--- config.mk ---
export PLATFORM = sky130hd
export DESIGN_NAME = wf3_queue
export DESIGN_NICKNAME = d
export VERILOG_FILES = /design/src/rtl/wf3_pkg.sv /design/src/rtl/wf3_queue.sv
export SDC_FILE = /design/constraint.sdc
export NUM_CORES = 1
export LEC_CHECK = 0
export BUFFER_PORTS_ARGS = -buffer_cell sky130_fd_sc_hd__buf_4
export CAP_MARGIN = 10
export CELL_PAD_IN_SITES_DETAIL_PLACEMENT = 2
export CELL_PAD_IN_SITES_GLOBAL_PLACEMENT = 2
export CORE_MARGIN = 3
export CORE_UTILIZATION = 45
export CTS_CLUSTER_DIAMETER = 150
export CTS_CLUSTER_SIZE = 8
export DETAILED_ROUTE_END_ITERATION = 10
export PLACE_DENSITY = 0.9
export SLEW_MARGIN = 20
export SYNTH_ARGS = -nofsm -noshare
export SYNTH_HDL_FRONTEND = slang
export SYNTH_SLANG_ARGS = --single-unit
--- constraint.sdc ---
create_clock -name clock -period 3.37 [get_ports clock]
set_input_delay 0.1685 -clock clock [delete_from_list [all_inputs] [get_ports clock]]
set_output_delay 0.1685 -clock clock [all_outputs]
set_load 0.005 [all_outputs]
--- src/rtl/wf3_pkg.sv ---
`timescale 1ns / 1ps
// ----------------------------------------------------------------------------
// wf3_pkg
// Shared types and constants for the 3x3 window filter.
// ----------------------------------------------------------------------------
package wf3_pkg;

   localparam int PIX_W       = 8;
   localparam int MAX_WIDTH   = 1024;
   localparam int MAX_HEIGHT  = 4096;
   localparam int COL_W       = $clog2(MAX_WIDTH);
   localparam int ROW_W       = $clog2(MAX_HEIGHT);

   localparam int MODE_W      = 2;
   localparam int WIDTH_W     = 11;
   localparam int HEIGHT_W    = 13;
   localparam int CSR_DATA_W  = 13;
   localparam int CSR_INDEX_W = 2;

   localparam logic [CSR_INDEX_W-1:0] CSR_FILTER_MODE  = 2'd0;
   localparam logic [CSR_INDEX_W-1:0] CSR_IMAGE_WIDTH  = 2'd1;
   localparam logic [CSR_INDEX_W-1:0] CSR_IMAGE_HEIGHT = 2'd2;

   localparam logic [MODE_W-1:0] MODE_BOX   = 2'd0;
   localparam logic [MODE_W-1:0] MODE_GAUSS = 2'd1;
   localparam logic [MODE_W-1:0] MODE_LAP   = 2'd2;

   localparam logic [WIDTH_W-1:0]  RESET_WIDTH  = 11'd640;
   localparam logic [HEIGHT_W-1:0] RESET_HEIGHT = 13'd480;

   localparam int Q_DEPTH = 4;
   localparam int Q_PTR_W = $clog2(Q_DEPTH);
   localparam int Q_CNT_W = Q_PTR_W + 1;

   // reciprocal multipliers, exact for the value ranges in use
   localparam int SUM_W       = 12;
   localparam int RECIP_W     = 13;
   localparam int RECIP_SHIFT = 15;
   localparam logic [RECIP_W-1:0] BOX_RECIP   = 13'd3641;
   localparam logic [RECIP_W-1:0] GAUSS_RECIP = 13'd5462;

   typedef logic [8:0][PIX_W-1:0] window_type;

   typedef struct packed {
      window_type win;
      logic       frame_end;
   } q_item_type;

endpackage

--- src/rtl/wf3_queue.sv ---
`timescale 1ns / 1ps
// ----------------------------------------------------------------------------
// wf3_queue
// Small first-in first-out buffer of windows between front and back.
// ----------------------------------------------------------------------------
module wf3_queue (
   input  logic                          clock,
   input  logic                          reset,
   input  logic                          push,
   input  wf3_pkg::q_item_type           push_item,
   input  logic                          pop,
   output logic                          head_valid,
   output wf3_pkg::q_item_type           head_item,
   output logic [wf3_pkg::Q_CNT_W-1:0]   count
);

   wf3_pkg::q_item_type               slot_ff [wf3_pkg::Q_DEPTH];
   logic [wf3_pkg::Q_PTR_W-1:0]       wr_ptr_ff, rd_ptr_ff;
   logic [wf3_pkg::Q_CNT_W-1:0]       count_ff;
   logic                              do_pop;

   assign head_valid = count_ff != '0;
   assign head_item  = slot_ff[rd_ptr_ff];
   assign count      = count_ff;
   assign do_pop     = pop && head_valid;

   always_ff @(posedge clock) begin
      if (push) begin
         slot_ff[wr_ptr_ff] <= push_item;
      end
   end

   always_ff @(posedge clock) begin
      if (reset) begin
         wr_ptr_ff <= '0;
         rd_ptr_ff <= '0;
         count_ff  <= '0;
      end else begin
         if (push) begin
            wr_ptr_ff <= wr_ptr_ff + wf3_pkg::Q_PTR_W'(1);
         end
         if (do_pop) begin
            rd_ptr_ff <= rd_ptr_ff + wf3_pkg::Q_PTR_W'(1);
         end
         if (push && !do_pop) begin
            count_ff <= count_ff + wf3_pkg::Q_CNT_W'(1);
         end else if (do_pop && !push) begin
            count_ff <= count_ff - wf3_pkg::Q_CNT_W'(1);
         end
      end
   end

endmodule

; ---- After elaboration in Yosys (flattened, before gate mapping)
; Memories as Yosys holds them, arrays and structs flattened. A register that Yosys moved wholly into a read port is not among the register bits.
; Cells that the tools add are included.
; Widths: inputs -> output; s select.
[word_totals]
output_inout_bits = 77
mem_count = 1
ff_bits = 7
ramBits = 292
input_bits = 77
[classes]
addsub = 4
n_mux = 6
n_reduce_logical = 7
[memory_table]
columns = memory, words, word_bits, rd, rd_ports_with_merged_regs, wr, line
row1 = slot_ff, 4, 73, 1, 1, 1, wf3_queue.sv:17  ; wf3_pkg::q_item_type slot_ff [wf3_pkg::Q_DEPTH];
[ops]
columns = cell, n
row1 = $mux 3, 2
row2 = $add 2x1->2 const B, 2
row3 = $mux 2, 2
row4 = $add 3x1->3 const B, 1
row5 = $logic_and 1x1->1, 3
row6 = $reduce_bool 3->1, 1
row7 = $sub 3x1->3 const B, 1
row8 = $logic_not 1->1, 2
row9 = $mux 1, 2
row10 = $reduce_bool 2->1, 1

; ---- Logic depth before layout (Yosys ltp)
; Gate-level depths: netlist of run 1.
[logic_depth]
depth_word = 5
depth_mapped = 7
ltp_nobuf = 7

; ---- Least setup slack after synthesis of run 1
; OpenSTA, ideal clock, no wires.
[synth_timing]
kind = reg-to-reg
start = register wr_ptr_ff[0] (netlist name)
end = memory slot_ff[0][0] (netlist name) (enable)
slack_ns = 0.682
t_arrival_ns = 2.249
path_buffers = 0
path_stages_with_launch = 4
t_required_ns = 2.931
path_cell_list = dfxtp_1 > inv_1 > ha_1 > and2_1
[synth_rtl]
columns = item, line
row1 = start: declaration, wf3_queue.sv:18  ; logic [wf3_pkg::Q_PTR_W-1:0] wr_ptr_ff, rd_ptr_ff;
row2 = start signal: assignment, wf3_queue.sv:40  ; wr_ptr_ff <= wr_ptr_ff + wf3_pkg::Q_PTR_W'(1);
row3 = end: declaration, wf3_queue.sv:17
; No word-level cell before the write port.

; ---- Worst setup path after layout of run 1
[layout_timing]
start = register count_ff (netlist bit count[0])
end = register count_ff (netlist bit count[2])
[layout_between]
elab_chain_cells = 5
elab_cells_between_ends = 10
classes_between = add/sub (2) / mux (2) / reduce/logical (6)
[layout_lines]
columns = item, line
row1 = start: declaration, wf3_queue.sv:19  ; logic [wf3_pkg::Q_CNT_W-1:0] count_ff;
row2 = start signal: assignment, wf3_queue.sv:46  ; count_ff <= count_ff + wf3_pkg::Q_CNT_W'(1);
row3 = start signal: assignment, wf3_queue.sv:48  ; count_ff <= count_ff - wf3_pkg::Q_CNT_W'(1);
row4 = "parallel branches: the longest is 5 deep, another holds $sub 3x1->3", n/a
; Several ways; the timed one is not identified. The select of a mux whose other input is x is not followed.
; A chain may end at the register's enable or synchronous reset.

==> metrics, run 1 <==
startpoint types=flop; post-CTS setup buffers=0; power density over the cells=around 740 nW/µm²; post-route ant nets=0; Warnings, synthesis=0; CP max stage delay=a little over 600 ps; vias post-DR=~5,600; final worst path period share=just over 80%; top cells by area, synth=edfxtp_1 (79%), mux4_2 (15%), dfxtp_1 (1.6%); Bufs and invs on worst path=1; critical path data arrival time=between 3000 and 4000 ps; final slew viol count=0; wire per inst=about 32 µm; placed cell area=12,480 µm²; Worst Path Max Fanout=6; Sink Count=301; top-count cell post-synth=edfxtp_1; Post-DP HPWL=roughly 17,000 µm; Worst-path clk slew=~60 ps; Mapped Nets=507; final hold vios=0; gpl congestion=0.6979; RSZ-0062 raised after global routing=no; Slew @ Worst Pin=about 1100 ps; final setup TNS=0 ps; initial antenna violation count=1; Avg Inst Size Synth=26.04 µm²; fmax=367.9 MHz; gr usage total=between 20 and 30%; most frequent cells after synthesis=edfxtp_1 (292), mux4_2 (72), dfxtp_1 (9); Die ar.=roughly 26,000 µm²; # port buffers=~150; post-route minimum period=~2700 ps; #FFs+latches synth=~300; TritonCTS buffer count=43; Top Ports=approximately 150; Top delay family on crit path=compound AO/OA/AOI/OAI gates; Die Wd=between 150 and 200 µm; Post-route DRC=0; Post-synth EDFFs=a little under 300; Setup CP Type=reg -> reg; global-route wire length before repair=between 40,000 and 50,000 µm; Yosys top cell area share=a little under 80%; Nets=769; CTS root buf=clkbuf_16; # resized after CTS=0; htree depth=2; ys async rst share=0%; die height=162.6 µm; Clock Skews=just over 20 ps; design area=~14,000 µm²; Max Root-Sink Buffers=3; CTS Hold Buffers Added=74; fillers=around 1,900; Worst path slowest cell=o31ai_1; leakage=approximately 5 nW; TritonCTS clock tree=built; placed insts=884; grt total ovfl=0; Layout area overhead=30.98%; drt total wl=between 30,000 and 40,000 µm; Vias/cell=~5.5; sequential area share after synthesis=between 80% and 90%; CP Capture Type=flop; overall power consumption=between 10 and 15 mW; number of global-route vias before repair=6,558; status=completed; ant diodes=0; core area=around 24,000 µm²; Critical Path RT=approximately 3800 ps; row cnt=56; DRT Pass-1 Iters=4; Initial Util=46.34%; crit path cell chain=o31ai_1 > ha_1 > inv_1 > fa_1 > xor2_1 > or3_1 > a21oi_1; largest net degree at the start of global routing=74; share of post-route cells with drive strength above 1=about 40%; synthesized area=11,040 µm²; Layout Cells excl Fill=1,022; unique cell type count in the Yosys netlist=22; WHS=39.79 ps; slew margin rel.=between 20 and 25%; Min-Delay Path Class=in -> reg; Max rail drop VDD=between 0.0005 and 0.0006 V; predominant post-synthesis flop cell=edfxtp_1; Post-Synthesis Cells=424; 1st-iter DRT viols=452; Max-cap violations=0; final setup vio count=0; largest area contributor in the netlist=edfxtp_1; clk_lat worst skew=around 520 ps
## sequential cells by signal, summed over array words and instances, names as in the netlist, named ones only
name / count
rd_ptr_ff: 2
wr_ptr_ff: 2
count: 3
slot_ff: 292
## worst paths after layout
check	from	end	slack, ps	cells after the start
worst max-delay path	count[0]$_SDFFE_PP0P_	count[2]$_SDFFE_PP0P_	650	7
worst min register to register	rd_ptr_ff[1]$_SDFFE_PP0P_	rd_ptr_ff[1]$_SDFFE_PP0P_	610	2
worst min-delay path	push	wr_ptr_ff[0]$_SDFFE_PP0P_	40	3
worst max register to register	count[0]$_SDFFE_PP0P_	count[2]$_SDFFE_PP0P_	650	7
## cell type report
type                    count  area (µm²)  share of cell area (%)
well taps                 319       399.1                   2.760
flip-flops and latches    301        8956                   61.94
multi-input cells         103        1894                   13.10
clock inverters             1       5.005                 0.03461
repair buffers            234        2007                   13.88
inverters                   3       11.26                 0.07788
clock buffers              61        1186                   8.204
## cell families (layout without fill, tap and decap cells)
| family | Yosys count | after routing | share of synthesized area, % |
|---|---|---|---|
| buf+inv | 20 | 299 | 1.870 |
| compound gates | 4 | 4 | 0.2380 |
| xor+xnor | 5 | 5 | 0.3967 |
| flops | 301 | 301 | 81.06 |
| mux | 75 | 75 | 15.11 |
| simple gates | 13 | 13 | 0.5780 |
| fa+ha+maj | 6 | 6 | 0.7481 |
## cells in the final DEF (no fill, tap or decap)
master and instances:
nor2_1 7, clkinv_2 1, and2_4 4, mux4_2 72, fa_1 1, edfxtp_1 292, dfxtp_4 2, dfxtp_1 7
buf_12 2, mux2i_1 2, o311ai_0 1, mux4_1 1, xor2_1 4, xnor2_1 1, buf_16 2, o21ai_0 1
ha_1 5, buf_4 156, clkbuf_16 45, dlygate4sd3_1 74, inv_1 3, clkbuf_1 16, a21oi_1 1, o31ai_1 1
or3_1 2
## metrics by stage
step / util, % / setup slack (ps)
6_report: 60.69 / 651.6
3_5_place_dp: 52.38 / 976.8
5_1_grt: 60.69 / 566.0
4_1_cts: 60.49 / 674.2
2_1_floorplan: - / 681.9
3_3_place_gp: 52.27 / 1288
## routing by layer
| metal | share of wire [%] | track usage (%) | vias up |
|---|---|---|---|
| li1 | - | - | 2332 |
| met1 | 36 | 30.14 | 2992 |
| met2 | 55 | 45.51 | 218 |
| met3 | 6.0 | 5.137 | 52 |
| met4 | 2.4 | 7.766 | 0 |
| met5 | 0 | 0 | - |
## power breakdown
| part | total [mW] | internal (mW) | switching, mW |
|---|---|---|---|
| Combinational | 2.10 | 1.25 | 0.857 |
| Sequential | 4.61 | 4.33 | 0.278 |
| Clock | 3.96 | 2.40 | 1.56 |
| Total | 10.7 | 7.98 | 2.69 |
## tightest hold or removal path: stages
cell,delay (ps)
buf_4,160
xnor2_1,140
nor2_1,50
No activity file was read; power rests on OpenSTA's default activity.
==> inputs of run 2 (changes only) <==
Clock period 3.37 ns to 2.8 ns, I/O delays scaled along.
==> run 2 against run 1 <==
  * Die area is the same
  * Final area grew 0.39%
  * Highest routed layer is now met5
  * Total power grew 20%
  * Combinational power grew 24%
  * Via count shrank 0.38%
  * Largest power group unchanged
  * Worst hold slack gained 70 ps
==> metrics, run 2 (synthesis results as in run 1) <==
status=completed; # resized after CTS=0; vias post-DR=between 5,000 and 6,000; Max rail drop VDD=0.0005646 V; Max Root-Sink Buffers=3; Layout area overhead=31.49%; power density over the cells=between 800 and 900 nW/µm²; TritonCTS buffer count=43; drt total wl=around 30,000 µm; Post-DP HPWL=around 17,000 µm; gpl congestion=approximately 0.70; share of post-route cells with drive strength above 1=between 40% and 50%; Min-Delay Path Class=in -> reg; fmax=roughly 420 MHz; Initial Util=about 46%; Setup CP Type=reg -> out; number of global-route vias before repair=~6,400; initial antenna violation count=3; Vias/cell=around 5.4; htree depth=2; Worst path slowest cell=dfxtp_4; post-route minimum period=around 2400 ps; Top Ports=about 150; final slew viol count=0; final setup vio count=0; Worst-path clk slew=50 ps; Critical Path RT=~2700 ps; leakage=between 4 and 5 nW; DRT Pass-1 Iters=5; most common cell after layout, fill and taps aside=edfxtp_1; final worst path period share=a little under nine tenths; gr usage total=23.37%; fillers=approximately 1,900; design area=between 10,000 and 15,000 µm²; post-route ant nets=0; grt total ovfl=0; clk_lat worst skew=roughly 520 ps; Die ar.=26,450 µm²; Clock Skews=about 15 ps; Largest Register=slot_ff; TritonCTS clock tree=built; core area=around 24,000 µm²; largest net degree at the start of global routing=between 40 and 50; final hold vios=0; row cnt=56; RSZ-0062 raised after global routing=no; Slew @ Worst Pin=631.1 ps; crit path cell chain=buf_12 > mux4_1 > buf_4; commonest non-fill, non-tap cells in the layout=edfxtp_1 (292), buf_4 (158), dlygate4sd3_1 (75), mux4_2 (72), clkbuf_16 (44); global-route wire length before repair=44,790 µm; Nets=roughly 770; CTS root buf=clkbuf_16; CP max stage delay=about 640 ps; 1st-iter DRT viols=roughly 540; placed cell area=12,570 µm²; max FFs per register=around 300; critical path data arrival time=approximately 2300 ps; # port buffers=~150; die height=around 160 µm; Sink Count=roughly 300; Worst Path Max Fanout=27; Max-cap violations=0; startpoint types=flop; final setup TNS=0 ps; wire per inst=approximately 30 µm; CP Capture Type=output pin; slew margin rel.=roughly 57%; Post-route DRC=0; final core occ=60.93%; Die Wd=between 150 and 200 µm
## run 2: cell count changes in the layout (fill, tap and decap cells not counted), sizes merged
cell,change
diode,+1
clkinv,+1
dlygate4sd3,+1
inv,+1
buf,+4
## run 2: critical path: cells and delay by family, from the launching register on
| family | cells | cell delay, ps |
|---|---|---|
| DFF | 1 | 640 |
| muxes | 1 | 600 |
| buffers and inverters | 2 | 470 |
## run 2: per-layer routing
layer / vias to the layer above / share of wire (%) / global-route usage [%]
met2: 214 / 55 / 43.25
met4: 2 / 1.8 / 4.691
met1: 2969 / 37 / 28.75
met3: 41 / 5.8 / 4.603
li1: 2347 / - / -
met5: - / 0.043 / 0
## run 2: layout make-up
type                       instances  area (µm²)  share of cell area, %
sequential                       301        8956                  61.70
timing repair buffer             239        2057                  14.17
clock buffer                      61        1165                  8.025
clock inverter                     3       30.03                 0.2069
inverter                           3       11.26                0.07758
multi-input combinational        103        1894                  13.05
antenna                            1       2.502                0.01724
tap                              319       399.1                  2.750
## run 2: path summary, 6_finish.rpt
check,start,cells after the start,end,slack (ps)
setup / recovery,flop,3,head_item[70],400
hold reg to reg,rd_ptr_ff[1]$_SDFFE_PP0P_,2,rd_ptr_ff[1]$_SDFFE_PP0P_,580
setup reg to reg,count[0]$_SDFFE_PP0P_,7,count[2]$_SDFFE_PP0P_,430
hold / removal,pop,4,rd_ptr_ff[0]$_SDFFE_PP0P_,110
## run 2: report_power, final
group          internal, mW  switching [mW]  total (mW)
Combinational          1.52            1.09        2.60
Clock                  2.85            1.88        4.73
Sequential             5.21           0.241        5.45
Total                  9.58            3.20        12.8
## run 2: repair_timing
item                      in CTS  in global routing
hold buffers                  75                  0
hold endpoints to repair     301                  0
buffers inserted               0                  0
## run 2: stage by stage
| stage | total power, mW | std cells | hold WS, ps | setup WS, ps |
|---|---|---|---|---|
| CTS | 12.83 | 1029 | 92.42 | 323.8 |
| global placement | 7.867 | 890 | 338.4 | 738.8 |
| global route | 13.30 | 1030 | 120.9 | 236.2 |
| finish | 12.78 | 1030 | 109.6 | 404.8 |
| detailed placement | 8.045 | 890 | 344.8 | 525.3 |
| floorplan | 6.944 | 424 | 238.9 | 111.9 |
==> inputs of run 3 (changes only) <==
Settings changed: CELL_PAD_IN_SITES_DETAIL_PLACEMENT 2 to 0, CELL_PAD_IN_SITES_GLOBAL_PLACEMENT 2 to 1, CORE_UTILIZATION 45 to 50, PLACE_DENSITY 0.9 to default, PLACE_DENSITY_LB_ADDON from default to 0.12.
==> run 3 against run 2 <==
  * Combinational power is 3% lower
  * Via count is 5.4% lower
  * Register-to-register slack better by 160 ps
  * Largest power group unchanged
==> metrics, run 3 (synthesis results as in run 1) <==
status=completed; fillers=1,391; final slew viol count=0; Post-DP HPWL=11,610 µm; wire per inst=20.51 µm; DRT Pass-1 Iters=4; core area=approximately 21,000 µm²; CTS root buf=clkbuf_16; htree depth=2; ant diodes=0; Max Root-Sink Buffers=3; CP Capture Type=output pin; drt total wl=~20,000 µm; row cnt=53; global-route wire length before repair=around 32,000 µm; final setup vio count=0; gr usage total=approximately 17%; slew margin rel.=between 50% and 60%; Layout area overhead=30.99%; most common cell after layout, fill and taps aside=edfxtp_1; final setup TNS=0 ps; Pint=about 9.6 mW; commonest non-fill, non-tap cells in the layout=edfxtp_1 (292), buf_4 (158), dlygate4sd3_1 (76), mux4_2 (72), clkbuf_16 (45); post-route minimum period=roughly 2300 ps; # port buffers=around 150; Setup CP Type=reg -> out; die height=between 150 and 200 µm; Vias/cell=between 5 and 6; Seq pwr share=around 43%; Top Ports=154; initial antenna violation count=0; Clk pwr share=about 37%; Post-route DRC=0; RSZ-0062 raised after global routing=no; fmax=roughly 430 MHz; Critical Path RT=between 2000 and 3000 ps; TritonCTS clock tree=built; critical path data arrival time=about 2200 ps; WHS=40.39 ps; Min-Delay Path Class=in -> reg; Nets=around 780; largest net degree at the start of global routing=40; leakage=between 4 and 5 nW; max FFs per register=292; Die ar.=about 24,000 µm²; grt total ovfl=0; sw power=~2.8 mW; power density over the cells=~860 nW/µm²; Max-cap violations=0; post-route ant nets=0; Clock Skews=14.18 ps; number of global-route vias before repair=5,907; final worst path period share=between 80% and 90%; final hold vios=0; switching share of power=a little under a quarter; vias post-DR=~5,300; gpl congestion=0.7168; Largest Register=slot_ff; Gate power share=20.4%; Max rail drop VDD=about 0.00057 V; Worst Path Max Fanout=34; Die Wd=154.6 µm; final core occ=slightly below 70%; Worst-path clk slew=approximately 50 ps; Initial Util=between 50% and 60%; TritonCTS buffer count=43; 1st-iter DRT viols=256; Slew @ Worst Pin=689.3 ps; share of post-route cells with drive strength above 1=between 40% and 50%; Sink Count=approximately 300; startpoint types=flop; clk_lat worst skew=500 ps
## run 3: changes by cell type in the layout (fill, tap and decap cells not counted)
cell / previous run / this run
clkbuf_1: 17 / 15
dlygate4sd3_1: 75 / 76
clkbuf_16: 44 / 45
clkinv_8: 1 / 0
diode_2: 1 / 0
inv_6: 1 / 0
## run 3: power groups by stage
stage                     clock [mW]  sequential [mW]  combinational, mW
after floorplan                    0             5.36               1.59
after CTS                       4.64             5.34               2.59
final                           4.51             5.34               2.52
after global routing            4.83             5.35               2.73
after global placement             0             5.40               2.47
after detailed placement           0             5.42               2.49
## run 3: metal layers
metal / vias to the layer above / global-route usage [%] / wire (µm)
li1: 2350 / - / -
met3: 29 / 4.281 / 1160
met5: - / 0 / 0
met2: 161 / 29.31 / 10230
met1: 2732 / 23.27 / 8406
met4: 0 / 4.752 / 367
## run 3: area by class of cell
class,instances,area (µm²),area share (%)
multi-input combinational,103,1894,13.10
tap,275,344.1,2.380
timing repair buffer,240,2067,14.29
inverter,3,11.26,0.07787
clock buffer,60,1182,8.177
sequential,301,8956,61.94
clock inverter,1,5.005,0.03461
## run 3: through the flow
step	cell area [µm²]	instances	power [mW]	setup WS, ps
after floorplan	11040	424	6.944	111.9
after global placement	12510	846	7.873	785.8
after detailed placement	12510	846	7.909	580.8
after CTS	14460	983	12.57	376.8
after global routing	14460	983	12.91	281.1
final	14460	983	12.37	470.3
## run 3: final timing paths
path / from / endpoint / slack, ps / depth (start not counted)
max: flop / head_item[65] / 470 / 3
min: pop / rd_ptr_ff[0]$_SDFFE_PP0P_ / 40 / 4
max reg2reg: count[0]$_SDFFE_PP0P_ / count[2]$_SDFFE_PP0P_ / 590 / 7
min reg2reg: rd_ptr_ff[0]$_SDFFE_PP0P_ / rd_ptr_ff[0]$_SDFFE_PP0P_ / 530 / 2
## run 3: critical path: stages (launching register included)
cell	delay [ps]
dfxtp_4	350
buf_4	560
mux4_2	600
buf_4	150
## run 3: repair_timing
item	4_1_cts	5_1_grt
endpoints found under the hold margin	301	0
hold buffers	76	0
setup buffers	0	0
gates resized for setup	0	0
