## src/rtl/wf3_pkg.sv

```systemverilog
`timescale 1ns / 1ps
// ----------------------------------------------------------------------------
// wf3_pkg
// Shared types and constants for the 3x3 window filter.
// ----------------------------------------------------------------------------
package wf3_pkg;

   localparam int PIX_W       = 8;
   localparam int MAX_WIDTH   = 1024;
   localparam int MAX_HEIGHT  = 4096;
   localparam int COL_W       = $clog2(MAX_WIDTH);
   localparam int ROW_W       = $clog2(MAX_HEIGHT);

   localparam int MODE_W      = 2;
   localparam int WIDTH_W     = 11;
   localparam int HEIGHT_W    = 13;
   localparam int CSR_DATA_W  = 13;
   localparam int CSR_INDEX_W = 2;

   localparam logic [CSR_INDEX_W-1:0] CSR_FILTER_MODE  = 2'd0;
   localparam logic [CSR_INDEX_W-1:0] CSR_IMAGE_WIDTH  = 2'd1;
   localparam logic [CSR_INDEX_W-1:0] CSR_IMAGE_HEIGHT = 2'd2;

   localparam logic [MODE_W-1:0] MODE_BOX   = 2'd0;
   localparam logic [MODE_W-1:0] MODE_GAUSS = 2'd1;
   localparam logic [MODE_W-1:0] MODE_LAP   = 2'd2;

   localparam logic [WIDTH_W-1:0]  RESET_WIDTH  = 11'd640;
   localparam logic [HEIGHT_W-1:0] RESET_HEIGHT = 13'd480;

   localparam int Q_DEPTH = 4;
   localparam int Q_PTR_W = $clog2(Q_DEPTH);
   localparam int Q_CNT_W = Q_PTR_W + 1;

   // reciprocal multipliers, exact for the value ranges in use
   localparam int SUM_W       = 12;
   localparam int RECIP_W     = 13;
   localparam int RECIP_SHIFT = 15;
   localparam logic [RECIP_W-1:0] BOX_RECIP   = 13'd3641;
   localparam logic [RECIP_W-1:0] GAUSS_RECIP = 13'd5462;

   typedef logic [8:0][PIX_W-1:0] window_type;

   typedef struct packed {
      window_type win;
      logic       frame_end;
   } q_item_type;

endpackage

```

## src/rtl/wf3_back.sv

```systemverilog
`timescale 1ns / 1ps
// ----------------------------------------------------------------------------
// wf3_back
// Filter arithmetic: window sums, then reciprocal multiply or clamp into the
// result register.
// ----------------------------------------------------------------------------
module wf3_back (
   input  logic                          clock,
   input  logic                          reset,
   input  logic [wf3_pkg::MODE_W-1:0]    filter_mode,
   input  logic                          head_valid,
   input  wf3_pkg::q_item_type           head_item,
   output logic                          pop,
   output logic                          rsp_valid,
   input  logic                          rsp_stall,
   output logic [wf3_pkg::PIX_W-1:0]     rsp_pixel_out,
   output logic                          rsp_frame_end
);

   logic                          a_valid_ff;
   logic [wf3_pkg::SUM_W-1:0]     a_operand_ff;
   logic                          a_gauss_ff;
   logic                          a_lap_ff;
   logic [wf3_pkg::PIX_W-1:0]     a_lap_val_ff;
   logic                          a_fend_ff;

   logic                          o_valid_ff;
   logic [wf3_pkg::PIX_W-1:0]     o_pixel_ff;
   logic                          o_fend_ff;

   logic                          o_ready, a_ready, a_move;
   logic [wf3_pkg::SUM_W-1:0]     sum9, cross_sum, gauss, operand_in;
   logic signed [wf3_pkg::SUM_W-1:0] lap;
   logic [wf3_pkg::PIX_W-1:0]     lap_val_in;
   logic [wf3_pkg::SUM_W+wf3_pkg::RECIP_W-1:0] prod;
   logic [wf3_pkg::PIX_W-1:0]     pixel_in;

   assign o_ready = !o_valid_ff || !rsp_stall;
   assign a_move  = a_valid_ff && o_ready;
   assign a_ready = !a_valid_ff || o_ready;
   assign pop     = head_valid && a_ready;

   always_comb begin
      sum9 = '0;
      for (int i = 0; i < 9; i++) begin
         sum9 = sum9 + wf3_pkg::SUM_W'(head_item.win[i]);
      end
      cross_sum = wf3_pkg::SUM_W'(head_item.win[1]) + wf3_pkg::SUM_W'(head_item.win[3])
                + wf3_pkg::SUM_W'(head_item.win[5]) + wf3_pkg::SUM_W'(head_item.win[7]);
      gauss = cross_sum + (wf3_pkg::SUM_W'(head_item.win[4]) << 1);
      lap   = $signed(wf3_pkg::SUM_W'(head_item.win[4]) << 2) - $signed(cross_sum);
      if (lap < 0) begin
         lap_val_in = '0;
      end else if (lap > $signed(wf3_pkg::SUM_W'(255))) begin
         lap_val_in = '1;
      end else begin
         lap_val_in = lap[wf3_pkg::PIX_W-1:0];
      end
      operand_in = (filter_mode == wf3_pkg::MODE_GAUSS) ? gauss : sum9;
   end

   assign prod = a_operand_ff
               * (a_gauss_ff ? wf3_pkg::GAUSS_RECIP : wf3_pkg::BOX_RECIP);
   assign pixel_in = a_lap_ff ? a_lap_val_ff
                   : prod[wf3_pkg::RECIP_SHIFT +: wf3_pkg::PIX_W];

   always_ff @(posedge clock) begin
      if (pop) begin
         a_operand_ff <= operand_in;
         a_gauss_ff   <= filter_mode == wf3_pkg::MODE_GAUSS;
         a_lap_ff     <= filter_mode == wf3_pkg::MODE_LAP;
         a_lap_val_ff <= lap_val_in;
         a_fend_ff    <= head_item.frame_end;
      end
      if (a_move) begin
         o_pixel_ff <= pixel_in;
         o_fend_ff  <= a_fend_ff;
      end
   end

   always_ff @(posedge clock) begin
      if (reset) begin
         a_valid_ff <= 1'b0;
         o_valid_ff <= 1'b0;
      end else begin
         if (a_ready) begin
            a_valid_ff <= pop;
         end
         if (o_ready) begin
            o_valid_ff <= a_move;
         end
      end
   end

   assign rsp_valid     = o_valid_ff;
   assign rsp_pixel_out = o_pixel_ff;
   assign rsp_frame_end = o_fend_ff;

endmodule

```

## config.mk

```make
export PLATFORM = sky130hd
export DESIGN_NAME = wf3_back
export DESIGN_NICKNAME = d
export VERILOG_FILES = /design/src/rtl/wf3_pkg.sv /design/src/rtl/wf3_back.sv
export SDC_FILE = /design/constraint.sdc
export NUM_CORES = 1
export LEC_CHECK = 0
export ABC_AREA = 1
export BUFFER_PORTS_ARGS = -buffer_cell sky130_fd_sc_hd__buf_4
export CAP_MARGIN = 10
export CORE_MARGIN = 1.5
export CORE_UTILIZATION = 55
export CTS_CLUSTER_SIZE = 20
export DETAILED_ROUTE_END_ITERATION = 10
export PLACE_DENSITY = 0.75
export SLEW_MARGIN = 20
export SYNTH_ARGS = -nofsm -noshare
export SYNTH_HDL_FRONTEND = slang
export SYNTH_SLANG_ARGS = --single-unit
```

## constraint.sdc

```tcl
create_clock -name clock -period 7.6 [get_ports clock]
set_clock_uncertainty 0.1 [all_clocks]
set_input_delay 0.38 -clock clock [delete_from_list [all_inputs] [get_ports clock]]
set_output_delay 0.38 -clock clock [all_outputs]
set_load 0.05 [all_outputs]
```

Word-level counts from Yosys, hierarchy flattened

Index checks and enable logic that the tools add are counted.

RAM bits: 0
Memories: 0
Latch bits: 0
Bits in read-only memories: 0
Register bits: 34
Logic and storage cells: 38

$add $sub $neg: 13
Divide/modulo/power cells: 0
Equality and inequality tests: 2
Shift-type cells: 0
Reduce and logical (&&, ||, !) cells: 7
Multipliers: 1
Magnitude comparators: 2
Bitwise gates (word level): 0
Multiplexer cells: 4

Operator list:

| operator                                                              | number |
|---|---|
| 12-bit by 8-bit adder with 12-bit output                              | 4 |
| 12-bit by 13-bit multiplier with 23-bit output                        | 1 |
| 10-bit by 8-bit adder with 11-bit output                              | 2 |
| 9-bit by 8-bit adder with 10-bit output                               | 2 |
| 8-bit by 8-bit adder with 9-bit output                                | 2 |
| 8-bit 2-to-1 mux                                                      | 2 |
| 13-bit 2-to-1 mux                                                     | 1 |
| 11-bit by 8-bit adder with 12-bit output                              | 1 |
| 11-bit by 9-bit adder with 12-bit output                              | 1 |
| 12-bit by 9-bit > comparator with 1-bit output, second input constant | 1 |
| 12-bit by 1-bit < comparator with 1-bit output, second input constant | 1 |
| 12-bit 2-to-1 mux                                                     | 1 |
| 10-bit by 11-bit subtractor with 12-bit output                        | 1 |
| 1-bit zero test                                                       | 3 |
| 2-bit by 1-bit equality test with 1-bit output, second input constant | 1 |
| 2-bit equality test, second input constant                            | 1 |
| 1-bit logical AND                                                     | 2 |
| 1-bit logical OR                                                      | 2 |

Longest topological paths before layout

Gate-level depths: netlist of run 1.

Word-level depth: 9
Gate-level depth with buffers: 26
Mapped depth without buffers: 25

Worst setup path after synthesis of run 1

No wires, ideal clock.

Path type: register to register
Start point: register a_gauss_ff
End point: register o_pixel_ff, in the netlist rsp_pixel_out[5] (data pin)
Setup slack: 2.581 ns
Buffers on the path: 2
Period minus slack after synthesis: 5.019 ns
Stages on the path, launching flop included: 22
Arrival time: 4.665 ns
Path through: edfxtp_1 > buf_2 > clkbuf_1 > nor2_1 > inv_1 > fa_1 > fa_1 > inv_1 > fa_1 > inv_1 > fa_1 > fa_1 > inv_1 > ha_1 > nand2_1 > inv_1 > a21oi_1 > nor2_1 > nor2_1 > nand3_1 > nand3_1 > nand2_1

Word-level cells in the longest chain between the ends: 3

Ends and longest elaborated chain:

| what                                           | line           | source |
|---|---|---|
| start, declared                                | wf3_back.sv:22 | `logic a_gauss_ff;` |
| start signal, assigned                         | wf3_back.sv:70 | `a_gauss_ff <= filter_mode == wf3_pkg::MODE_GAUSS;` |
| 13-bit 2-to-1 mux                              | wf3_back.sv:63 | `* (a_gauss_ff ? wf3_pkg::GAUSS_RECIP : wf3_pkg::BOX_RECIP);` |
| 12-bit by 13-bit multiplier with 23-bit output | wf3_back.sv:63 |  |
| 8-bit 2-to-1 mux                               | wf3_back.sv:64 | `assign pixel_in = a_lap_ff ? a_lap_val_ff` |
| named net pixel_in (one bit)                   | wf3_back.sv:36 | `logic [wf3_pkg::PIX_W-1:0] pixel_in;` |
| end signal, assigned                           | wf3_back.sv:76 | `o_pixel_ff <= pixel_in;` |
| end, declared                                  | wf3_back.sv:28 | `logic [wf3_pkg::PIX_W-1:0] o_pixel_ff;` |

The timed path passes the listed nets, and every way through them passes these cells.
A chain may end at the register's enable or synchronous reset.

Worst setup path after layout of run 1

Same ends and word-level chain as after synthesis.

==> impl_results.md, run 1 <==
- WL met1: ~7.7 mm
- Setup-failing EPs final: 0
- Final nets: about 1,400
- Pre-antenna DRT Iters: 5
- Commonest cells after routing, fill and taps aside: 305 x inv_1, 206 x nand2_1, 147 x fa_1
- Setup Crit Path Kind: reg -> reg
- Worst Setup SP: a_gauss_ff
- Die ar.: about 0.016 mm²
- CTS buffer count: 5
- Clock slew seen by the registers of the worst setup and hold paths: 70 ps
- FMAX: 184 MHz
- Initial drt markers: 353
- RR Startpoint: a_gauss_ff
- Dpl hpwl: 16.0 mm
- Buf+Inv Stages, Crit Path: 5
- Post-synthesis sequential area ratio: 12.1%
- WL final: ~18 mm
- Period utilization: 71.6%
- Core area: 0.0146 mm²
- Worst slew pin tran: 984 ps
- Worst endpoint required time: 7550 ps
- Die Height: 126 µm
- Worst Hold Class: in -> reg
- Hold buffers post-CTS: 0
- Reg2Reg Setup Slack: 2160 ps
- R2R Path End: rsp_pixel_out[5]
- Max Cap Viol: 0
- DR WL/cell: 13.6 µm
- Clock insertion delay at the later pin of the skew report: ~280 ps
- Crit path DAT: 5390 ps
- Crit-path cells: inv_1 -> nand2_1 -> fa_1 -> fa_1 -> inv_1 -> fa_1 -> inv_1 -> fa_1 -> fa_1 -> inv_1 -> ha_1 -> nand2_1 -> inv_1 -> a21oi_1 -> nor2_1 -> nor2_1 -> nand3_1 -> nand3_1 -> nand2_1
- Fillcell total: 1,263
- DR WL met2: 8.61 mm
- # DRC: 0
- Worst slew margin: 34.3%
- Num Clock Sinks: 34
- FP Rows: 44
- Syn Inst Count: 1,017
- Kind of end point of the critical path: register
- CTS resizes: 0
- Startpoint Class: register
- CTS tree: yes
- Vias: 6,444
- Hold Violations, Final: 0
- Status: completed
- Final worst path period need: 5440 ps
- Max-slew violations: 0
- Ports: 90
- Uppermost routed layer: met4
- Largest net degree at the start of global routing: 27
- Global-route wire length before repair: 30.8 mm
- Crit path capture: rsp_pixel_out[5]
- Vias per cell: between 4 and 5
- Gpl congestion: 0.939
- Flops & latches, synth: 34
- Number of global-route vias before repair: 6,770
- Die Wd: between 100 and 150 µm
- CTS root buf: clkbuf_16
- Count of distinct cell types in the synthesized netlist: 35
- Yosys warns: 0
- Postcts setup bufs: 0
- Pre-CTS setup slack: between 2000 and 2500 ps
- Worst-path cell with the longest stage delay: edfxtp_1
- Grt ovf: 0
- Initial antenna violation count: 1
- Final setup margin: 2160 ps
- Post-route ant nets: 0
- Most common cell after layout, fill and taps aside: inv_1
- Post-synthesis instance area: 0.00831 mm²
- CTS Buffer Depth: 2
- Worst Path Max Fanout: 26
- Mean Syn Cell Area: 8.17 µm²
- Layout cells sized above 1: 9.96%
- Fin Setup TNS: 0 ps
- Total track usage: 24.3%
- Sequential Area: 0.00100 mm²
- WL met3: between 800 and 900 µm
- Number of cells on the critical path: 19
- RSZ-0062 raised after global routing: no
- Multi-input logic area: 0.00615 mm²
- Htree depth: 2
- FF-to-FF path depth: 19
- Worst path max stage delay: 840 ps
- Port buffer count: 89
- Initial Utilization: 56.7%
- Delay-heaviest family, CP: adder cells
- Area grow syn2layout: 12.9%
-- cell families after synthesis --
family	synth area share, %
compound gates	4.69
buf+inv	14.4
fa+ha+maj	50.0
other cells	0.0904
flops	12.1
mux	0.121
xor+xnor	1.69
simple gates	16.9
-- worst min-delay path by stage --
stage / startpoint / endpoint / cells after the start
after CTS: reset / a_valid_ff / 2
final: reset / a_valid_ff / 2
after floorplan: a_fend_ff / rsp_frame_end / 0
after global placement: a_fend_ff / rsp_frame_end / 0
after global routing: reset / a_valid_ff / 2
after detailed placement: a_fend_ff / rsp_frame_end / 0
-- worst reg2reg max path, stage by stage, from the launching register on --
cell and delay, ps:
edfxtp_1 840, inv_1 180, nand2_1 170, fa_1 480, fa_1 550, inv_1 50
fa_1 520, inv_1 50, fa_1 500, fa_1 550, inv_1 40, ha_1 340
nand2_1 140, inv_1 50, a21oi_1 210, nor2_1 60, nor2_1 120, nand3_1 90
nand3_1 90, nand2_1 50
-- metrics by stage --
step	hold slack (ps)	std cells	instance area, µm²	util [%]
floorplan	300	1029	8350	-
global placement	323	1290	9200	62.8
detailed placement	337	1290	9200	62.8
CTS	151	1298	9370	64.0
global route	159	1298	9370	64.0
finish	153	1299	9380	64.0
-- metal layers --
metal,vias to the layer above,global-route usage [%]
li1,3214,-
met1,3048,32.3
met2,151,42.5
met3,31,2.68
met4,0,6.96
met5,-,0
-- state kept, by name, summed over array words and instances (netlist names) --
| register | count |
|---|---|
| a_operand_ff | 12 |
| rsp_valid | 1 |
| rsp_pixel_out | 8 |
| a_gauss_ff | 1 |
| a_valid_ff | 1 |
| a_fend_ff | 1 |
| a_lap_ff | 1 |
| rsp_frame_end | 1 |
| a_lap_val_ff | 8 |
-- synth_stat cells (all sizes together) --
cell type	number	share of area (%)
xor2	9	0.95
nand2	211	9.8
nor2	45	2.2
xnor2	7	0.74
nor4	2	0.15
o21ai	16	0.96
a21boi	1	0.090
buf	1	0.060
o31a	1	0.11
a31oi	2	0.15
nand3	53	3.3
and2	2	0.15
ha	97	15
dfxtp	2	0.48
a21oi	43	2.6
edfxtp	32	12
mux2i	1	0.12
or2	2	0.15
nor3	3	0.18
clkbuf	11	0.50
nand4	8	0.60
conb	2	0.090
o22ai	2	0.15
a21o	1	0.090
fa	147	35
o21bai	6	0.54
inv	306	14
nand3b	4	0.36
-- cell type report --
cell class	count	share of cell area (%)
inverters	306	12.3
clock inverters	3	0.480
clock buffers	5	1.33
repair buffers	89	7.13
flip-flops and latches	34	10.7
diodes	1	0.0267
well taps	184	2.46
multi-input cells	677	65.6
Power of run 1 is not shown: default switching activity piles up to over one toggle a cycle in this logic, so the estimate is an artifact.
==> inputs of run 2 (changes only) <==
Settings changed: ABC_AREA 1 to 0, PLACE_DENSITY 0.75 to 0.76.
Clock period 7.6 ns to 5.55 ns, I/O delays scaled along.
==> run 2 against run 1 <==
Via count down 11%. Die area down 5.8%. Critical endpoint is now rsp_pixel_out[4]. Synthesized area down 6.0%. Highest routed layer unchanged. Setup slack worse by 1900 ps.
==> impl_results.md, run 2 <==
- R2R Path End: rsp_pixel_out[4]
- Yosys top cell by area: fa_1
- Die Height: 122 µm (-2.9%)
- Hold Violations, Final: 0 (unchanged)
- Count of distinct cell types in the synthesized netlist: 51 (+46%)
- Most common cell after layout, fill and taps aside: inv_1
- Vias per cell: 5.20 (+4.9%)
- Top_reg_cell synth: edfxtp_1
- Max FFs per register: 12 (unchanged)
- WL final: 16.3 mm (-7.4%)
- Total track usage: 23.9% (-0.47 points)
- Worst Hold Class: in -> reg
- Yosys top cell area share: 37.7% (+2.2 points)
- Clock insertion delay at the later pin of the skew report: 280 ps (about the same)
- Most common cell in the netlist: inv_1
- Delay-heaviest family, CP: adder cells
- Final hold slack: 53.9 ps (-99.0 ps)
- Layout cells sized above 1: 15.4% (+5.4 points)
- Hold path depth: 2 (unchanged)
- Startpoint Class: register
- Kind of end point of the critical path: register
- # DRC: 0 (unchanged)
- Final worst path period need: 5300 ps (-137 ps)
- Top cells by count, synth: 219 x inv_1, 147 x fa_1, 97 x ha_1
- Port buffer count: 89 (unchanged)
- Global-route wire length before repair: 27.6 mm (-10%)
- Die ar.: 0.0149 mm² (-5.8%)
- Number of global-route vias before repair: 6,141 (-9.3%)
- Grt ovf: 0 (unchanged)
- Clock slew seen by the registers of the worst setup and hold paths: 60 ps (about the same)
- Die Wd: 122 µm (-2.9%)
- Pre-antenna DRT Iters: 4 (-1)
- RSZ-0062 raised after global routing: no
- Ports: 90 (unchanged)
- Post-synthesis instance area: 0.00781 mm² (-6.0%)
- Dpl hpwl: 14.6 mm (-8.7%)
- CTS tree: yes
- Syn Inst Count: 808 (-21%)
- Post-synthesis sequential area ratio: 12.8% (+0.76 points)
- Compound-gate portion of the synthesized area: 9.67% (+5.0 points)
- Met1 Track Usage GR: 29.4% (-2.9 points)
- Status: completed
- Pre-CTS setup slack: 14.5 ps (-2180 ps)
- Setup Crit Path Kind: reg -> reg
- Gpl congestion: 0.948 (+0.99%)
- Initial drt markers: 282 (-20%)
- CTS root buf: clkbuf_16
- Setup-failing EPs final: 0 (unchanged)
- Antenna diodes: 0 (-1)
- GR Util met2: 44.9% (+2.3 points)
- Worst endpoint required time: 5570 ps (-1980 ps)
- Initial antenna violation count: 0 (-1)
- Crit-path cells: buf_4 -> nand2_1 -> inv_1 -> or2_2 -> ha_1 -> inv_1 -> fa_1 -> fa_1 -> fa_1 -> fa_1 -> inv_1 -> ha_1 -> buf_4 -> nand2_1 -> o211ai_1 -> a311oi_2 -> nor2_1 -> o31a_1 -> o31ai_1
- Worst slew pin tran: 836 ps (-149 ps)
- M3 GR Usage: 1.87% (-0.80 points)
- Area grow syn2layout: 16.0%
- Min-Delay Endpoint: rsp_valid
- Worst path max stage delay: 550 ps (-290 ps)
- Hold path start: reset
- Mean Syn Cell Area: 9.67 µm² (+18%)
- Num Clock Sinks: 34 (unchanged)
- Largest Register: a_operand_ff
- Crit path DAT: 5320 ps (-70 ps)
- Adder-cell share of the synthesized area: 53.2% (+3.2 points)
- Yosys warns: 0 (unchanged)
- RR Startpoint: a_gauss_ff
- Worst-path cell with the longest stage delay: fa_1
- Htree depth: 2 (unchanged)
- Layout Cells excl Fill: 1,098 (-15%)
- Largest net degree at the start of global routing: 24 (-11%)
- Fillcell total: 1,143 (-9.5%)
- FP Rows: 43 (-2.3%)
- Vias: 5,712 (-11%)
- FMAX: 189 MHz (+2.6%)
- XOR/XNOR Fraction of Synth Area: 3.81% (+2.1 points)
- Max Cap Viol: 0 (unchanged)
- CP dominant cell by count: fa_1
- Final setup margin: 247 ps (-1910 ps)
- CTS buffer count: 5 (unchanged)
- Leading post-synthesis cells by cell area: fa_1 38%, ha_1 16%, edfxtp_1 12%
- DR WL/cell: 14.9 µm (+9.5%)
- Flops & latches, synth: 34 (unchanged)
- Max-slew violations: 0 (unchanged)
- Initial Utilization: 56.3% (-0.44 points)
- Post-route ant nets: 0 (unchanged)
- CTS Buffer Depth: 2 (unchanged)
- FF-to-FF path depth: 19 (unchanged)
- Fin Setup TNS: 0 ps (unchanged)
- Placed instance count: 1,088 (-16%)
- Post-synthesis mux area share: 0.817% (+0.70 points)
- Worst Path Max Fanout: 8 (-69%)
- Final nets: 1,240 (-14%)
- Core area: 0.0139 mm² (-5.2%)
- Reg2Reg Setup Slack: 250 ps (-1910 ps)
- Buf+Inv Stages, Crit Path: 5 (unchanged)
- Busiest grt layer: met2
- Combinational family with the most area after synthesis: adder cells
- Post-synth EDFFs: 32 (unchanged)
- Asr flop ratio synth: 0% (unchanged)
- Commonest cells after routing, fill and taps aside: 219 x inv_1, 147 x fa_1, 102 x buf_4
- Simple logic cell fraction of the synthesized area: 8.47% (-8.5 points)
- Period utilization: 95.5% (+24 points)
- Worst slew margin: 43.6% (+9.3 points)
[run 2: changes by cell type in the layout (fill, tap and decap cells not counted), sizes merged, moves of 7 or more]
cell / delta
a211oi: +7
buf: +13
inv: -87
nand2: -171
nand2b: +10
nand3: -41
nor2: -13
nor2b: +8
o21ai: +12
xnor2: +10
xor2: +8
[run 2: per-layer routing]
| layer | wire length, µm | share of wire [%] |
|---|---|---|
| met1 | 6750 | 41 |
| met4 | 392 | 2.4 |
| met2 | 8670 | 53 |
| met3 | 510 | 3.1 |
| met5 | 0 | 0 |
[run 2: worst max-delay path by stage]
| stage | startpoint | end | depth (start not counted) |
|---|---|---|---|
| floorplan | a_gauss_ff | rsp_pixel_out[6] | 16 |
| global placement | a_gauss_ff | rsp_pixel_out[6] | 15 |
| detailed placement | a_gauss_ff | rsp_pixel_out[6] | 15 |
| CTS | a_gauss_ff | rsp_pixel_out[6] | 16 |
| global route | a_gauss_ff | rsp_pixel_out[7] | 17 |
| finish | a_gauss_ff | rsp_pixel_out[4] | 19 |
[run 2: cell families (layout without fill, tap and decap cells)]
family | count (synthesis) | in the layout
buffers and inverters | 231 | 329
multiplexers | 6 | 6
AND/OR/NAND/NOR | 137 | 137
AO/OA/AOI/OAI | 120 | 120
adder cells (fa/ha/maj) | 244 | 244
XOR/XNOR | 34 | 34
other | 2 | 14
flip-flops | 34 | 34
[run 2: stage by stage]
step,utilization [%],area (µm²)
5_1_grt,65.3,9060
6_report,65.3,9060
3_5_place_dp,63.3,8790
4_1_cts,64.8,9000
2_1_floorplan,-,7860
3_3_place_gp,63.3,8790
[run 2: layout make-up]
class	count	area [µm²]	share of cell area (%)
clock buffers	5	125	1.38
clock inverters	3	68.8	0.759
inverters	219	822	9.07
multi-input cells	555	6050	66.8
flip-flops and latches	34	1000	11.0
well taps	180	225	2.49
repair buffers	102	766	8.45
[run 2: what timing repair did]
action / CTS / global route
setup buffers: 2 / 0
hold buffers: 0 / 0
resized for setup: 0 / 19
endpoints found under the setup margin: 1 / 7
pin swaps: 0 / 9
Power of run 2 is left out for the same reason.
==> inputs of run 3 (changes only) <==
Settings changed: REMOVE_ABC_BUFFERS from default to 1, TNS_END_PERCENT from default to 30.
==> run 3 against run 2 <==
Sequential share of layout area is 0.089 points higher. Critical endpoint is now rsp_pixel_out[6]. Highest routed layer unchanged. Setup slack worse by 110 ps. Hold slack worse by 0.89 ps.
==> impl_results.md, run 3 (same netlist as run 2, synthesis figures left out) <==
- Max Cap Viol: 0 (unchanged)
- Post-route ant nets: 0 (unchanged)
- Layout Cells excl Fill: 1,095 (-0.27%)
- Kind of end point of the critical path: register
- FMAX: 185 MHz (-2.1%)
- Crit-path cells: buf_4 -> nand2b_1 -> fa_1 -> fa_1 -> inv_1 -> fa_1 -> inv_1 -> fa_1 -> fa_1 -> inv_1 -> ha_1 -> a21oi_2 -> o21ai_1 -> a221o_1 -> a2111oi_1 -> nor3_1
- Status: completed
- # DRC: 0 (unchanged)
- Die Wd: 122 µm (unchanged)
- Hold Violations, Final: 0 (unchanged)
- Clock insertion delay at the later pin of the skew report: 280 ps (about the same)
- Largest net degree at the start of global routing: 25 (+4.2%)
- Clock slew seen by the registers of the worst setup and hold paths: 60 ps (about the same)
- Global-route wire length before repair: 27.8 mm (+0.50%)
- RR Startpoint: a_gauss_ff
- DR WL met2: 8.55 mm (-1.4%)
- Die Height: 122 µm (unchanged)
- Num Clock Sinks: 34 (unchanged)
- Ports: 90 (unchanged)
- CTS root buf: clkbuf_16
- Setup Crit Path Kind: reg -> reg
- Number of global-route vias before repair: 6,201 (+0.98%)
- Htree depth: 2 (unchanged)
- R2R Path End: rsp_pixel_out[6]
- Core area: 0.0139 mm² (unchanged)
- Min-Delay Endpoint: a_valid_ff
- Reg2Reg Setup Slack: 140 ps (-110 ps)
- Initial drt markers: 265 (-6.0%)
- Hold path start: reset
- Grt ovf: 0 (unchanged)
- Max-slew violations: 0 (unchanged)
- Most common cell after layout, fill and taps aside: inv_1
- Max FFs per register: 12 (unchanged)
- CTS Buffer Depth: 2 (unchanged)
- Pre-antenna DRT Iters: 5 (+1)
- DR WL/cell: 14.6 µm (-1.5%)
- Setup-failing EPs final: 0 (unchanged)
- Worst slew margin: 36.0% (-7.6 points)
- Vias: 5,670 (-0.74%)
- Worst path max stage delay: 550 ps (about the same)
- FP Rows: 43 (unchanged)
- Die ar.: 0.0149 mm² (unchanged)
- Placed instance count: 1,087 (-0.092%)
- RSZ-0062 raised after global routing: yes
- Worst-path cell with the longest stage delay: fa_1
- Initial antenna violation count: 0 (unchanged)
- WL met1: 6.52 mm (-3.5%)
- Hold path depth: 2 (unchanged)
- WL met3: 539 µm (+5.7%)
- Worst slew pin tran: 948 ps (+113 ps)
- Dpl hpwl: 14.3 mm (-2.0%)
- Gpl congestion: 0.916 (-3.4%)
- Worst Path Max Fanout: 13 (+5)
- FF-to-FF path depth: 16 (-3)
- CTS tree: yes
- Period utilization: 97.6% (+2.0 points)
- Vias per cell: 5.18 (-0.46%)
- Initial Utilization: 56.3% (unchanged)
- Final worst path period need: 5410 ps (+112 ps)
- Crit path DAT: 5330 ps (about the same)
- WL final: 16.0 mm (-1.8%)
- CTS buffer count: 5 (unchanged)
- Layout cells sized above 1: 14.3% (-1.0 points)
- Largest Register: a_operand_ff
- Total track usage: 23.9% (+0.063 points)
- Worst endpoint required time: 5470 ps (-100 ps)
- Uppermost routed layer: met4
- Fillcell total: 1,124 (-1.7%)
- Commonest cells after routing, fill and taps aside: 219 x inv_1, 147 x fa_1, 99 x buf_4
- Final nets: 1,237 (-0.24%)
- Area grow syn2layout: 15.1%
- Worst Hold Class: in -> reg
- Port buffer count: 89 (unchanged)
- CP dominant cell by count: fa_1
- Hold buffers post-CTS: 0 (unchanged)
- Antenna diodes: 0 (unchanged)
- Fin util: 64.8% (-0.52 points)
- Startpoint Class: register
==> run 3: changes by cell type in the layout (fill, tap and decap cells not counted), sizes merged <==
cell      delta
buf          -3
clkinvlp     +2
bufinv       -1
clkinv       -1
==> run 3: through the flow <==
stage	cell area, µm²	TNS (ps)	setup slack (ps)	hold WS, ps
after floorplan	7810	0	129	247
after global placement	8780	0	186	302
after detailed placement	8780	0	114	319
after CTS	8950	0	103	48.8
after global routing	8990	-155	-94.8	60.7
final	8990	0	135	53.0
==> run 3: worst max path at each step <==
stage | slack, ps | endpoint | cells past startpoint | startpoint
3_3_place_gp | 190 | rsp_pixel_out[6] | 16 | a_gauss_ff
5_1_grt | -90 | rsp_pixel_out[6] | 16 | a_gauss_ff
4_1_cts | 100 | rsp_pixel_out[6] | 16 | a_gauss_ff
2_1_floorplan | 130 | rsp_pixel_out[6] | 15 | a_gauss_ff
3_5_place_dp | 110 | rsp_pixel_out[6] | 16 | a_gauss_ff
6_report | 140 | rsp_pixel_out[6] | 16 | a_gauss_ff
==> run 3: cell type report <==
type / count / area, µm² / area share, %
tap: 180 / 225 / 2.51
clock buffer: 5 / 125 / 1.39
timing repair buffer: 99 / 743 / 8.27
multi-input combinational: 555 / 6030 / 67.1
inverter: 219 / 822 / 9.14
sequential: 34 / 1000 / 11.1
clock inverter: 3 / 45.0 / 0.501
==> run 3: critical path, delay by kind of cell (launching register included) <==
| family | cells | cell delay, ps |
|---|---|---|
| AOI/OAI and AO/OA | 4 | 1110 |
| adders and majority gates | 6 | 2950 |
| buffers and inverters | 4 | 330 |
| DFF | 1 | 390 |
| and+or+nand+nor | 2 | 280 |
==> run 3: per-layer routing <==
metal | global-route usage (%) | vias to the layer above
met5 | 0 | -
met3 | 2.15 | 33
met4 | 7.49 | 0
met1 | 28.6 | 2773
li1 | - | 2728
met2 | 45.4 | 136
==> run 3: repair_timing <==
action,4_1_cts,5_1_grt
resized for setup,0,11
endpoints found under the setup margin,0,6
setup buffers,0,0
Power of run 3 is left out for the same reason.
